File: src/hdl/ostb_pkg.sv
// Shared types and constants of the one-shot timer bank.
package ostb_pkg;

  localparam int NUM_SLOTS_DEF = 8;

  localparam int ACTION_W = 3;
  localparam int ID_W     = 3;
  localparam int COUNT_W  = 16;
  localparam int STATE_W  = 2;

  typedef logic [ACTION_W-1:0] action_t;

  localparam action_t ACT_CREATE    = 3'd0;
  localparam action_t ACT_SET_STATE = 3'd1;
  localparam action_t ACT_QUERY     = 3'd2;
  localparam action_t ACT_DELETE    = 3'd3;
  localparam action_t ACT_RESET     = 3'd4;
  localparam action_t ACT_TICK      = 3'd5;

  localparam logic [STATE_W-1:0] STATE_INVALID = 2'd2;

  // Commands from the controller to the datapath.
  typedef struct packed {
    logic capture;
    logic exec;
    logic scan;
    logic flush;
  } ostb_cmd_t;

  // Status from the datapath to the controller.
  typedef struct packed {
    logic is_tick;
    logic space;
    logic step_ok;
    logic scan_end;
  } ostb_stat_t;

endpackage

File: src/hdl/ostb_datapath.sv
// Slot storage, action logic, tick scan and result register of the timer bank.
module ostb_datapath #(
  parameter int NUM_SLOTS = ostb_pkg::NUM_SLOTS_DEF
) (
  input  logic                          clk,
  input  logic                          rst,
  input  ostb_pkg::ostb_cmd_t           cmd,
  output ostb_pkg::ostb_stat_t          stat,
  input  logic [ostb_pkg::ACTION_W-1:0] action,
  input  logic [ostb_pkg::ID_W-1:0]     timer_id,
  input  logic [ostb_pkg::COUNT_W-1:0]  period,
  input  logic                          run_state,
  output logic                          out_valid,
  input  logic                          out_ready,
  output logic                          status,
  output logic [ostb_pkg::STATE_W-1:0]  state_read,
  output logic                          fired,
  output logic [ostb_pkg::ID_W-1:0]     fired_timer,
  output logic                          last
);
  import ostb_pkg::*;

  localparam int IDX_W = (NUM_SLOTS > 1) ? $clog2(NUM_SLOTS) : 1;
  localparam logic [IDX_W-1:0] LAST_IDX = IDX_W'(NUM_SLOTS - 1);

  // Captured input item.
  action_t            action_q;
  logic [ID_W-1:0]    id_q;
  logic [COUNT_W-1:0] period_q;
  logic               run_q;

  // Slot state.
  logic               slot_exists  [NUM_SLOTS];
  logic               slot_running [NUM_SLOTS];
  logic [COUNT_W-1:0] slot_count   [NUM_SLOTS];
  logic [COUNT_W-1:0] slot_period  [NUM_SLOTS];

  // Tick scan state: slot index and the one expiry held back to learn whether it is last.
  logic [IDX_W-1:0]   idx;
  logic               pend_valid;
  logic [ID_W-1:0]    pend_id;

  logic [IDX_W-1:0]   rd_addr;
  logic               rd_exists;
  logic               rd_running;
  logic [COUNT_W-1:0] rd_count;
  logic [COUNT_W-1:0] rd_period;
  logic               in_range;
  logic               ex;
  logic [COUNT_W-1:0] cnt_inc;
  logic               live;
  logic               fire;
  logic               space;
  logic               step_ok;

  logic               we;
  logic               w_exists;
  logic               w_running;
  logic [COUNT_W-1:0] w_count;
  logic [COUNT_W-1:0] w_period;

  logic               push;
  logic               res_status;
  logic [STATE_W-1:0] res_state;
  logic               res_fired;
  logic [ID_W-1:0]    res_id;
  logic               res_last;

  assign rd_addr    = cmd.scan ? idx : IDX_W'(id_q);
  assign rd_exists  = slot_exists[rd_addr];
  assign rd_running = slot_running[rd_addr];
  assign rd_count   = slot_count[rd_addr];
  assign rd_period  = slot_period[rd_addr];

  assign in_range = (32'(id_q) < 32'(NUM_SLOTS));
  assign ex       = in_range && rd_exists;
  assign cnt_inc  = (rd_count == '1) ? rd_count : rd_count + COUNT_W'(1);
  assign live     = rd_exists && rd_running;
  assign fire     = live && (cnt_inc >= rd_period);
  assign space    = !out_valid || out_ready;
  assign step_ok  = !(fire && pend_valid && !space);

  assign stat.is_tick  = (action_q == ACT_TICK);
  assign stat.space    = space;
  assign stat.step_ok  = step_ok;
  assign stat.scan_end = (idx == LAST_IDX);

  always_comb begin
    we         = 1'b0;
    w_exists   = rd_exists;
    w_running  = rd_running;
    w_count    = rd_count;
    w_period   = rd_period;
    push       = 1'b0;
    res_status = 1'b1;
    res_state  = '0;
    res_fired  = 1'b0;
    res_id     = '0;
    res_last   = 1'b1;

    if (cmd.exec && space) begin
      push = 1'b1;
      unique case (action_q)
        ACT_CREATE: begin
          res_status = !in_range;
          if (in_range) begin
            we        = 1'b1;
            w_exists  = 1'b1;
            w_running = run_q;
            w_count   = '0;
            w_period  = period_q;
          end
        end
        ACT_SET_STATE: begin
          res_status = !ex;
          if (ex) begin
            we        = 1'b1;
            w_running = run_q;
          end
        end
        ACT_QUERY: begin
          res_status = !ex;
          res_state  = ex ? {1'b0, rd_running} : STATE_INVALID;
        end
        ACT_DELETE: begin
          res_status = !ex;
          if (ex) begin
            we        = 1'b1;
            w_exists  = 1'b0;
            w_running = 1'b0;
            w_count   = '0;
          end
        end
        ACT_RESET: begin
          res_status = !ex;
          if (ex) begin
            we        = 1'b1;
            w_running = run_q;
            w_count   = '0;
          end
        end
        default: begin
          res_status = 1'b1;
        end
      endcase
    end

    if (cmd.scan && step_ok && live) begin
      we        = 1'b1;
      w_count   = cnt_inc;
      w_running = !fire;
    end

    // A new expiry releases the held one, which is then known not to be last.
    if (cmd.scan && fire && pend_valid && space) begin
      push       = 1'b1;
      res_status = 1'b0;
      res_fired  = 1'b1;
      res_id     = pend_id;
      res_last   = 1'b0;
    end

    if (cmd.flush && space) begin
      push       = 1'b1;
      res_status = 1'b0;
      res_fired  = pend_valid;
      res_id     = pend_valid ? pend_id : '0;
      res_last   = 1'b1;
    end
  end

  always_ff @(posedge clk) begin
    if (rst) begin
      for (int i = 0; i < NUM_SLOTS; i++) begin
        slot_exists[i]  <= 1'b0;
        slot_running[i] <= 1'b0;
      end
    end else if (we) begin
      slot_exists[rd_addr]  <= w_exists;
      slot_running[rd_addr] <= w_running;
    end
  end

  always_ff @(posedge clk) begin
    if (we) begin
      slot_count[rd_addr]  <= w_count;
      slot_period[rd_addr] <= w_period;
    end
  end

  always_ff @(posedge clk) begin
    if (cmd.capture) begin
      action_q <= action;
      id_q     <= timer_id;
      period_q <= period;
      run_q    <= run_state;
    end
  end

  always_ff @(posedge clk) begin
    if (rst) begin
      idx        <= '0;
      pend_valid <= 1'b0;
    end else if (cmd.capture) begin
      idx        <= '0;
      pend_valid <= 1'b0;
    end else if (cmd.scan && step_ok) begin
      idx <= IDX_W'(idx + IDX_W'(1));
      if (fire) begin
        pend_valid <= 1'b1;
      end
    end
  end

  always_ff @(posedge clk) begin
    if (cmd.scan && step_ok && fire) begin
      pend_id <= ID_W'(idx);
    end
  end

  always_ff @(posedge clk) begin
    if (rst) begin
      out_valid <= 1'b0;
    end else if (push) begin
      out_valid <= 1'b1;
    end else if (out_ready) begin
      out_valid <= 1'b0;
    end
  end

  always_ff @(posedge clk) begin
    if (push) begin
      status      <= res_status;
      state_read  <= res_state;
      fired       <= res_fired;
      fired_timer <= res_id;
      last        <= res_last;
    end
  end

endmodule

File: src/hdl/ostb_controller.sv
// Sequencing state machine of the timer bank.
module ostb_controller (
  input  logic                 clk,
  input  logic                 rst,
  input  logic                 in_valid,
  output logic                 in_ready,
  output ostb_pkg::ostb_cmd_t  cmd,
  input  ostb_pkg::ostb_stat_t stat
);
  import ostb_pkg::*;

  typedef enum logic [1:0] {
    ST_IDLE,
    ST_EXEC,
    ST_SCAN,
    ST_FLUSH
  } state_t;

  state_t state;
  state_t state_next;

  always_comb begin
    state_next  = state;
    cmd         = '0;
    cmd.capture = in_valid && in_ready;
    unique case (state)
      ST_IDLE: begin
        if (in_valid && in_ready) begin
          state_next = ST_EXEC;
        end
      end
      ST_EXEC: begin
        if (stat.is_tick) begin
          state_next = ST_SCAN;
        end else begin
          cmd.exec = 1'b1;
          if (stat.space) begin
            state_next = ST_IDLE;
          end
        end
      end
      ST_SCAN: begin
        cmd.scan = 1'b1;
        if (stat.step_ok && stat.scan_end) begin
          state_next = ST_FLUSH;
        end
      end
      ST_FLUSH: begin
        cmd.flush = 1'b1;
        if (stat.space) begin
          state_next = ST_IDLE;
        end
      end
      default: begin
        state_next = ST_IDLE;
      end
    endcase
  end

  always_ff @(posedge clk) begin
    if (rst) begin
      state    <= ST_IDLE;
      in_ready <= 1'b0;
    end else begin
      state    <= state_next;
      in_ready <= (state_next == ST_IDLE);
    end
  end

endmodule

File: src/hdl/one_shot_timer_bank.sv
// Top level of the one-shot timer bank: controller and datapath.
//
// The block holds NUM_SLOTS one-shot timer slots, each with an exists mark, a run
// mark, a 16-bit count and a 16-bit period. Commands arrive on the input channel
// (in_valid/in_ready) as one transfer of action, timer_id, period and run_state.
// Results leave on the output channel (out_valid/out_ready), one transfer each.
// Create, set state, query, delete, reset and unknown actions give one result,
// which is loaded into the result register from the exec state once it has space.
// A tick walks the slots through the shared slot read port, one per cycle while
// it does not pause; it gives one result per expiring slot in ascending order,
// the final one marked by last, or one result with fired low if none expire.
// One command is worked on at a time; in_ready returns when its last result
// has been loaded into the output register, so a new command may be taken while
// that result still waits for the receiver.
// When the receiver stalls, the result register holds, and a tick pauses at the
// next expiring slot while an expiry is held, until the waiting result is taken.
// Synchronous reset clears every exists and run mark, empties the result
// register and returns the controller to idle; in_ready rises the cycle after.
module one_shot_timer_bank #(
  parameter int NUM_SLOTS = ostb_pkg::NUM_SLOTS_DEF
) (
  input  logic                          clk,
  input  logic                          rst,
  input  logic                          in_valid,
  output logic                          in_ready,
  input  logic [ostb_pkg::ACTION_W-1:0] action,
  input  logic [ostb_pkg::ID_W-1:0]     timer_id,
  input  logic [ostb_pkg::COUNT_W-1:0]  period,
  input  logic                          run_state,
  output logic                          out_valid,
  input  logic                          out_ready,
  output logic                          status,
  output logic [ostb_pkg::STATE_W-1:0]  state_read,
  output logic                          fired,
  output logic [ostb_pkg::ID_W-1:0]     fired_timer,
  output logic                          last
);
  import ostb_pkg::*;

  ostb_cmd_t  cmd;
  ostb_stat_t stat;

  ostb_controller u_ctrl (
    .clk      (clk),
    .rst      (rst),
    .in_valid (in_valid),
    .in_ready (in_ready),
    .cmd      (cmd),
    .stat     (stat)
  );

  ostb_datapath #(
    .NUM_SLOTS (NUM_SLOTS)
  ) u_dp (
    .clk         (clk),
    .rst         (rst),
    .cmd         (cmd),
    .stat        (stat),
    .action      (action),
    .timer_id    (timer_id),
    .period      (period),
    .run_state   (run_state),
    .out_valid   (out_valid),
    .out_ready   (out_ready),
    .status      (status),
    .state_read  (state_read),
    .fired       (fired),
    .fired_timer (fired_timer),
    .last        (last)
  );

endmodule

File: config.mk
export PLATFORM = sky130hd
export DESIGN_NAME = one_shot_timer_bank
export DESIGN_NICKNAME = d
export VERILOG_FILES = /design/src/hdl/ostb_pkg.sv /design/src/hdl/ostb_datapath.sv /design/src/hdl/ostb_controller.sv /design/src/hdl/one_shot_timer_bank.sv
export SDC_FILE = /design/constraint.sdc
export NUM_CORES = 1
export LEC_CHECK = 0
export BUFFER_PORTS_ARGS = -buffer_cell sky130_fd_sc_hd__buf_2
export CELL_PAD_IN_SITES_DETAIL_PLACEMENT = 2
export CELL_PAD_IN_SITES_GLOBAL_PLACEMENT = 2
export CORE_MARGIN = 2
export CORE_UTILIZATION = 47
export CTS_BUF_LIST = sky130_fd_sc_hd__clkbuf_4 sky130_fd_sc_hd__clkbuf_8
export DETAILED_ROUTE_END_ITERATION = 7
export GPL_ROUTABILITY_DRIVEN = 1
export PLACE_DENSITY_LB_ADDON = 0.1
export SYNTH_ARGS = -nofsm -noshare
export SYNTH_HDL_FRONTEND = slang
export SYNTH_SLANG_ARGS = --single-unit
File: constraint.sdc
create_clock -name clk -period 9.7 [get_ports clk]
set_input_delay 0.485 -clock clk [delete_from_list [all_inputs] [get_ports clk]]
set_output_delay 0.485 -clock clk [all_outputs]
set_load 0.01 [all_outputs]
Word level (Yosys, flattened, before mapping):

Memories as Yosys holds them, arrays and structs flattened.
Cells that the tools add are included.

* register bits after elaboration: 42
* latch bits: 0
* bits in writable memories: 272
* bits in read-only memories: 0
* input bits: 27
* output and inout bits: 10
* logic and storage cells: 122
* memories kept: 4

Memory list
* u_dp.slot_count: words 8, bits a word 16, read ports 1, clocked after memory_dff 0, wr ports 1, line ostb_datapath.sv:35 `logic [COUNT_W-1:0] slot_count [NUM_SLOTS];`
* u_dp.slot_period: words 8, bits a word 16, read ports 1, clocked after memory_dff 0, wr ports 1, line ostb_datapath.sv:36 `logic [COUNT_W-1:0] slot_period [NUM_SLOTS];`
* u_dp.slot_exists: words 8, bits a word 1, read ports 1, clocked after memory_dff 0, wr ports 8, line ostb_datapath.sv:33 `logic slot_exists [NUM_SLOTS];`
* u_dp.slot_running: words 8, bits a word 1, read ports 1, clocked after memory_dff 0, wr ports 8, line ostb_datapath.sv:34 `logic slot_running [NUM_SLOTS];`

* add/subtract/negate cells: 2
* $mul: 0
* divide/modulo/power cells: 0
* magnitude comparators: 1
* equality and inequality tests: 10
* shift operators: 0
* multiplexer cells: 54
* bitwise logic cells: 0
* reductions and logical operators: 35

Operators with widths (count)
* 16-bit two-way mux: 6
* 16-bit one-hot mux with 2 select lines: 1
* 1-bit two-way mux: 31
* 3-bit two-way mux: 6
* 16-bit by 1-bit adder with 16-bit output, second input constant: 1
* 16-bit == test, second input constant: 1
* 16-bit >= comparator: 1
* 1-bit logical AND: 14
* 2-bit two-way mux: 5
* 3-bit == test, second input constant: 3
* 2-bit one-hot mux with 4 select lines: 1
* 2-bit OR reduction: 4
* 3-bit by 2-bit == test with 1-bit output, second input constant: 2
* 1-bit one-hot mux with 2 select lines: 3
* 1-bit zero test: 5
* 2-bit == test, second input constant: 2
* 2-bit zero test: 2
* 2-bit AND reduction: 2
* 4-bit OR reduction: 1
* 3-bit by 1-bit adder with 3-bit output, second input constant: 1
* 3-bit by 1-bit == test with 1-bit output, second input constant: 1
* 3-bit zero test: 1
* 1-bit one-hot mux with 3 select lines: 1
* 3-bit AND reduction: 1
* 5 further kinds: 6

Depth between registers and ports, before layout:

An unclocked memory read counts as a cell.

* word-level depth: 19
* depth in mapped cells: 26
* gate-level depth less buffers: 19

Hierarchy:

From an unflattened synthesis, not the netlist that was laid out.

* cells, all modules: 956
* area, all modules: 13485.4 um^2

By module, submodules not included
* ostb_datapath: times used 1, cells an instance 936, area each 13301.5 um^2
* ostb_controller: times used 1, cells an instance 20, area each 183.9 um^2

Worst setup path before layout:

OpenSTA, ideal clock, no wires.

* path kind: register to register
* from: register u_ctrl.state[0]
* to: memory u_dp.slot_exists[7] (enable)
* arrival time: 6946 ps
* required time: 9396 ps
* setup slack: 2450 ps
* cell stages (with the launch flop): 22
* path buffers: 2
* period minus slack after synthesis: 7250 ps
* cells stage by stage: dfxtp_1 -> nand2b_4 -> buf_12 -> mux2_2 -> buf_4 -> mux2i_1 -> a222oi_1 -> nor3b_4 -> and4bb_4 -> and3_4 -> nor2_1 -> xor2_1 -> ha_1 -> o211ai_1 -> o21ai_0 -> a2111oi_0 -> o21ai_0 -> nand3_1 -> nor3b_1 -> nor2_1 -> nor3_1 -> or2_2

RTL lines
* start, declared: line ostb_controller.sv:19 `state_t state;`
* start signal, assigned: line ostb_controller.sv:65 `state <= state_next;`
* end, declared: line ostb_datapath.sv:33

==> results.ini <==
[finish]
antenna_cells=0
final_common_cell=edfxtp_1
final_nets=1084
drive_gt1_share_pct=19.93
final_cell_count_no_fill=1463
synthToLayoutAreaGrowth_pct=12.17
final_util_pct=53.71
final_cell_mix=edfxtp_1, nand2_1, a21oi_1, nor2_1
fill_cells=2677

[clocking]
cts.sinks=314
clk_latency_ns=0.61
cts-root-buf=clkbuf_8
hold_buffers=0
cts.reportedPaths.clkPinSlew_ns=0.06
htree_levels=2
clock_path_buffers=3
post_cts_resized=0
cts_tree=built
numCtsBuffers=52
postCtsSetupRepairBufs=0

[grt]
gr-total-overflow=0
grt_usage_pct=29.97
grt_pass1_wl_microns=67250
grt_pass1_vias=10340
grt_start_max_net_pins=53
antenna_found_initial=0

[flow_run]
maxCapViolations=0

[route]
drtIter0Drc=830
drc=0
vias=9236
routedWlPerCell_microns=30.81
firstDrtPassIters=5
drt-total-wl_microns=45070
viasPerCell=6.313
antenna_left=0

[synthesis]
yosys_warnings=0
synth_edf_count=306
synth-seq-cells=314
syn-instance-count=974
synth.area.top_cells=edfxtp_1, a22oi_1, nand2_1
synth_top_area_cell=edfxtp_1
netlist.area_leader.share_pct=66.67
syn_nets=1019
ys.flop_type=edfxtp_1
syn_area_sq_mm=0.01378
yosysUniqueCellTypes=89
syn_avg_cell_area_sq_um=14.15
seq_area_frac_synth_pct=67.83
async_flop_share_pct=0

[placed_design]
place_hpwl_microns=28620
dp_cells=1369
place_congestion=0.9143
io_buffers=36

[worst_setup_path]
worstPathBufferInverterCount=1
arrival_ns=8.53
ff2ff_path_depth=19
r2r-end=u_dp.slot_exists[1]
slowest_stage=a222oi_1
r2r_setup_slack_ns=1.52
cp_slowest_stage_delay_ns=0.96
r2r_start=u_ctrl.state[0]
critPathCaptureType=register
start_kind=register
crit_cells=19
path_max_fanout=44
worstPathRequired_ns=10.05
cp_top_family=simple AND/OR/NAND/NOR gates
path_cells=nand2b_4, mux2_2, mux2i_1, a222oi_1, nor3b_4, nand4bb_4, nor3_4, nand3_1, mux2_2, ha_1, nand4_1, a2111o_1, o21ai_0, nand3_1, nor3b_2, nor2_2, nor2_4, buf_4, or2_2
worstSetupPathType=reg2reg

[power]
leakage_nw=5.211
peakVddDrop_mv=0.1379
powerDensity_mw_per_mm2=189.2

[timing]
final.setup_skew_ns=0.03786
worst_pin_slew_ns=1.445
finalSetupViolCount=0
slew_violations=0
fin_setup_tns_ns=0
maxSlewHeadroom_pct=2.995
hold_viol=0
rsz0062_at_grt=no
timing.fmax_mhz=122.3
min_period_ns=8.178
finalCritPeriodShare_pct=84.31
holdWs_ns=0.04964

[floorplan]
rows=62
initial_core_util_pct=47.89
dieWidth_microns=175.2
fp.dieH_microns=175.2
dieArea_sq_mm=0.03071
core_area_sq_mm=0.02878
ios=37

[min_path]
hold_depth=1
min_to=u_dp.period_q[15]
hp-start=period[15]
worstHoldPathType=in2reg

[run_status]
status=finished clean

power breakdown:
part           switching, mW  total [mW]  internal [mW]
combinational          0.151       0.214         0.0631
clock                  0.559        1.19          0.630
sequential           0.00774        1.52           1.51
total                  0.718        2.92           2.21
stage by stage:
| stage | setup WS (ns) | area (sq um) | power, mW |
|---|---|---|---|
| floorplan | 2.450 | 13780 | 1.674 |
| global placement | 1.997 | 14430 | 1.743 |
| detailed placement | 1.642 | 14430 | 1.758 |
| CTS | 1.611 | 15460 | 2.941 |
| global route | 1.115 | 15460 | 3.009 |
| finish | 1.522 | 15460 | 2.924 |
flip-flops by register name, indices dropped and copies added (netlist names), 2 cells and up:
| signal | cells |
|---|---|
| u_dp.idx | 3 |
| u_dp.pend_id | 3 |
| u_dp.fired_timer | 3 |
| u_dp.slot_running | 8 |
| u_dp.slot_period | 128 |
| u_dp.action_q | 3 |
| u_dp.state_read | 2 |
| u_dp.period_q | 16 |
| u_ctrl.state | 2 |
| u_dp.slot_count | 128 |
| u_dp.id_q | 3 |
| u_dp.slot_exists | 8 |
synthesized netlist by cell type (8+ instances only):
cell	n
mux2i_1	21
nor2_1	62
clkbuf_1	25
a21oi_1	54
mux2_2	8
inv_1	25
nor3_1	19
a31oi_1	9
edfxtp_1	306
and4_1	10
dfxtp_1	8
o22ai_1	16
buf_2	14
nand2_1	84
and3_1	11
a22oi_1	52
and2_1	11
a211oi_1	32
o21ai_0	16
ha_1	18
or2_2	12
kinds of logic (layout without fill, tap and decap cells):
group                      after synthesis  after routing  share of synthesized area, %
muxes                                   31             31                         2.379
DFF                                    314            314                         67.83
xor gates and xnor gates                 8              8                        0.5084
and+or+nand+nor                        274            274                         11.35
AOI/OAI and AO/OA                      250            250                         13.40
buffers and inverters                   77            182                         2.751
adders and majority gates               20             20                         1.779
cell type report:
class / instances / area, sq um / share of cell area [%]
inverter: 25 / 93.84 / 0.6070
tap: 384 / 480.5 / 3.108
multi-input combinational: 583 / 4119 / 26.65
timing repair buffer: 63 / 382.9 / 2.477
clock buffer: 71 / 858.3 / 5.552
sequential: 314 / 9349 / 60.48
clock inverter: 23 / 175.2 / 1.133
worst max-delay path by stage:
| stage | slack (ns) | start | end |
|---|---|---|---|
| after CTS | 1.61 | u_ctrl.state[0] | u_dp.slot_exists[1] |
| after global placement | 2.00 | u_ctrl.state[1] | u_dp.slot_exists[1] |
| after detailed placement | 1.64 | u_ctrl.state[0] | u_dp.slot_exists[1] |
| final | 1.52 | u_ctrl.state[0] | u_dp.slot_exists[1] |
| after floorplan | 2.45 | u_ctrl.state[0] | u_dp.slot_exists[7] |
| after global routing | 1.12 | u_ctrl.state[1] | u_dp.slot_exists[1] |
per-layer routing:
layer / part of all wire (%) / GRT usage (%) / up-vias
met5: 0 / 0 / -
met4: 3.6 / 11.63 / 0
met3: 5.1 / 4.787 / 107
met2: 51 / 53.05 / 338
met1: 40 / 36.77 / 4796
li1: - / - / 3995
worst register-to-register path, stage by stage, from the launching register on:
cell       delay, ns
dfxtp_1         0.62
nand2b_4        0.62
mux2_2          0.57
mux2i_1         0.19
a222oi_1        0.96
nor3b_4         0.45
nand4bb_4       0.20
nor3_4          0.29
nand3_1         0.11
mux2_2          0.31
ha_1            0.31
nand4_1         0.14
a2111o_1        0.42
o21ai_0         0.50
nand3_1         0.18
nor3b_2         0.21
nor2_2          0.83
nor2_4          0.33
buf_4           0.37
or2_2           0.34
No activity file was read; power rests on OpenSTA's default activity.
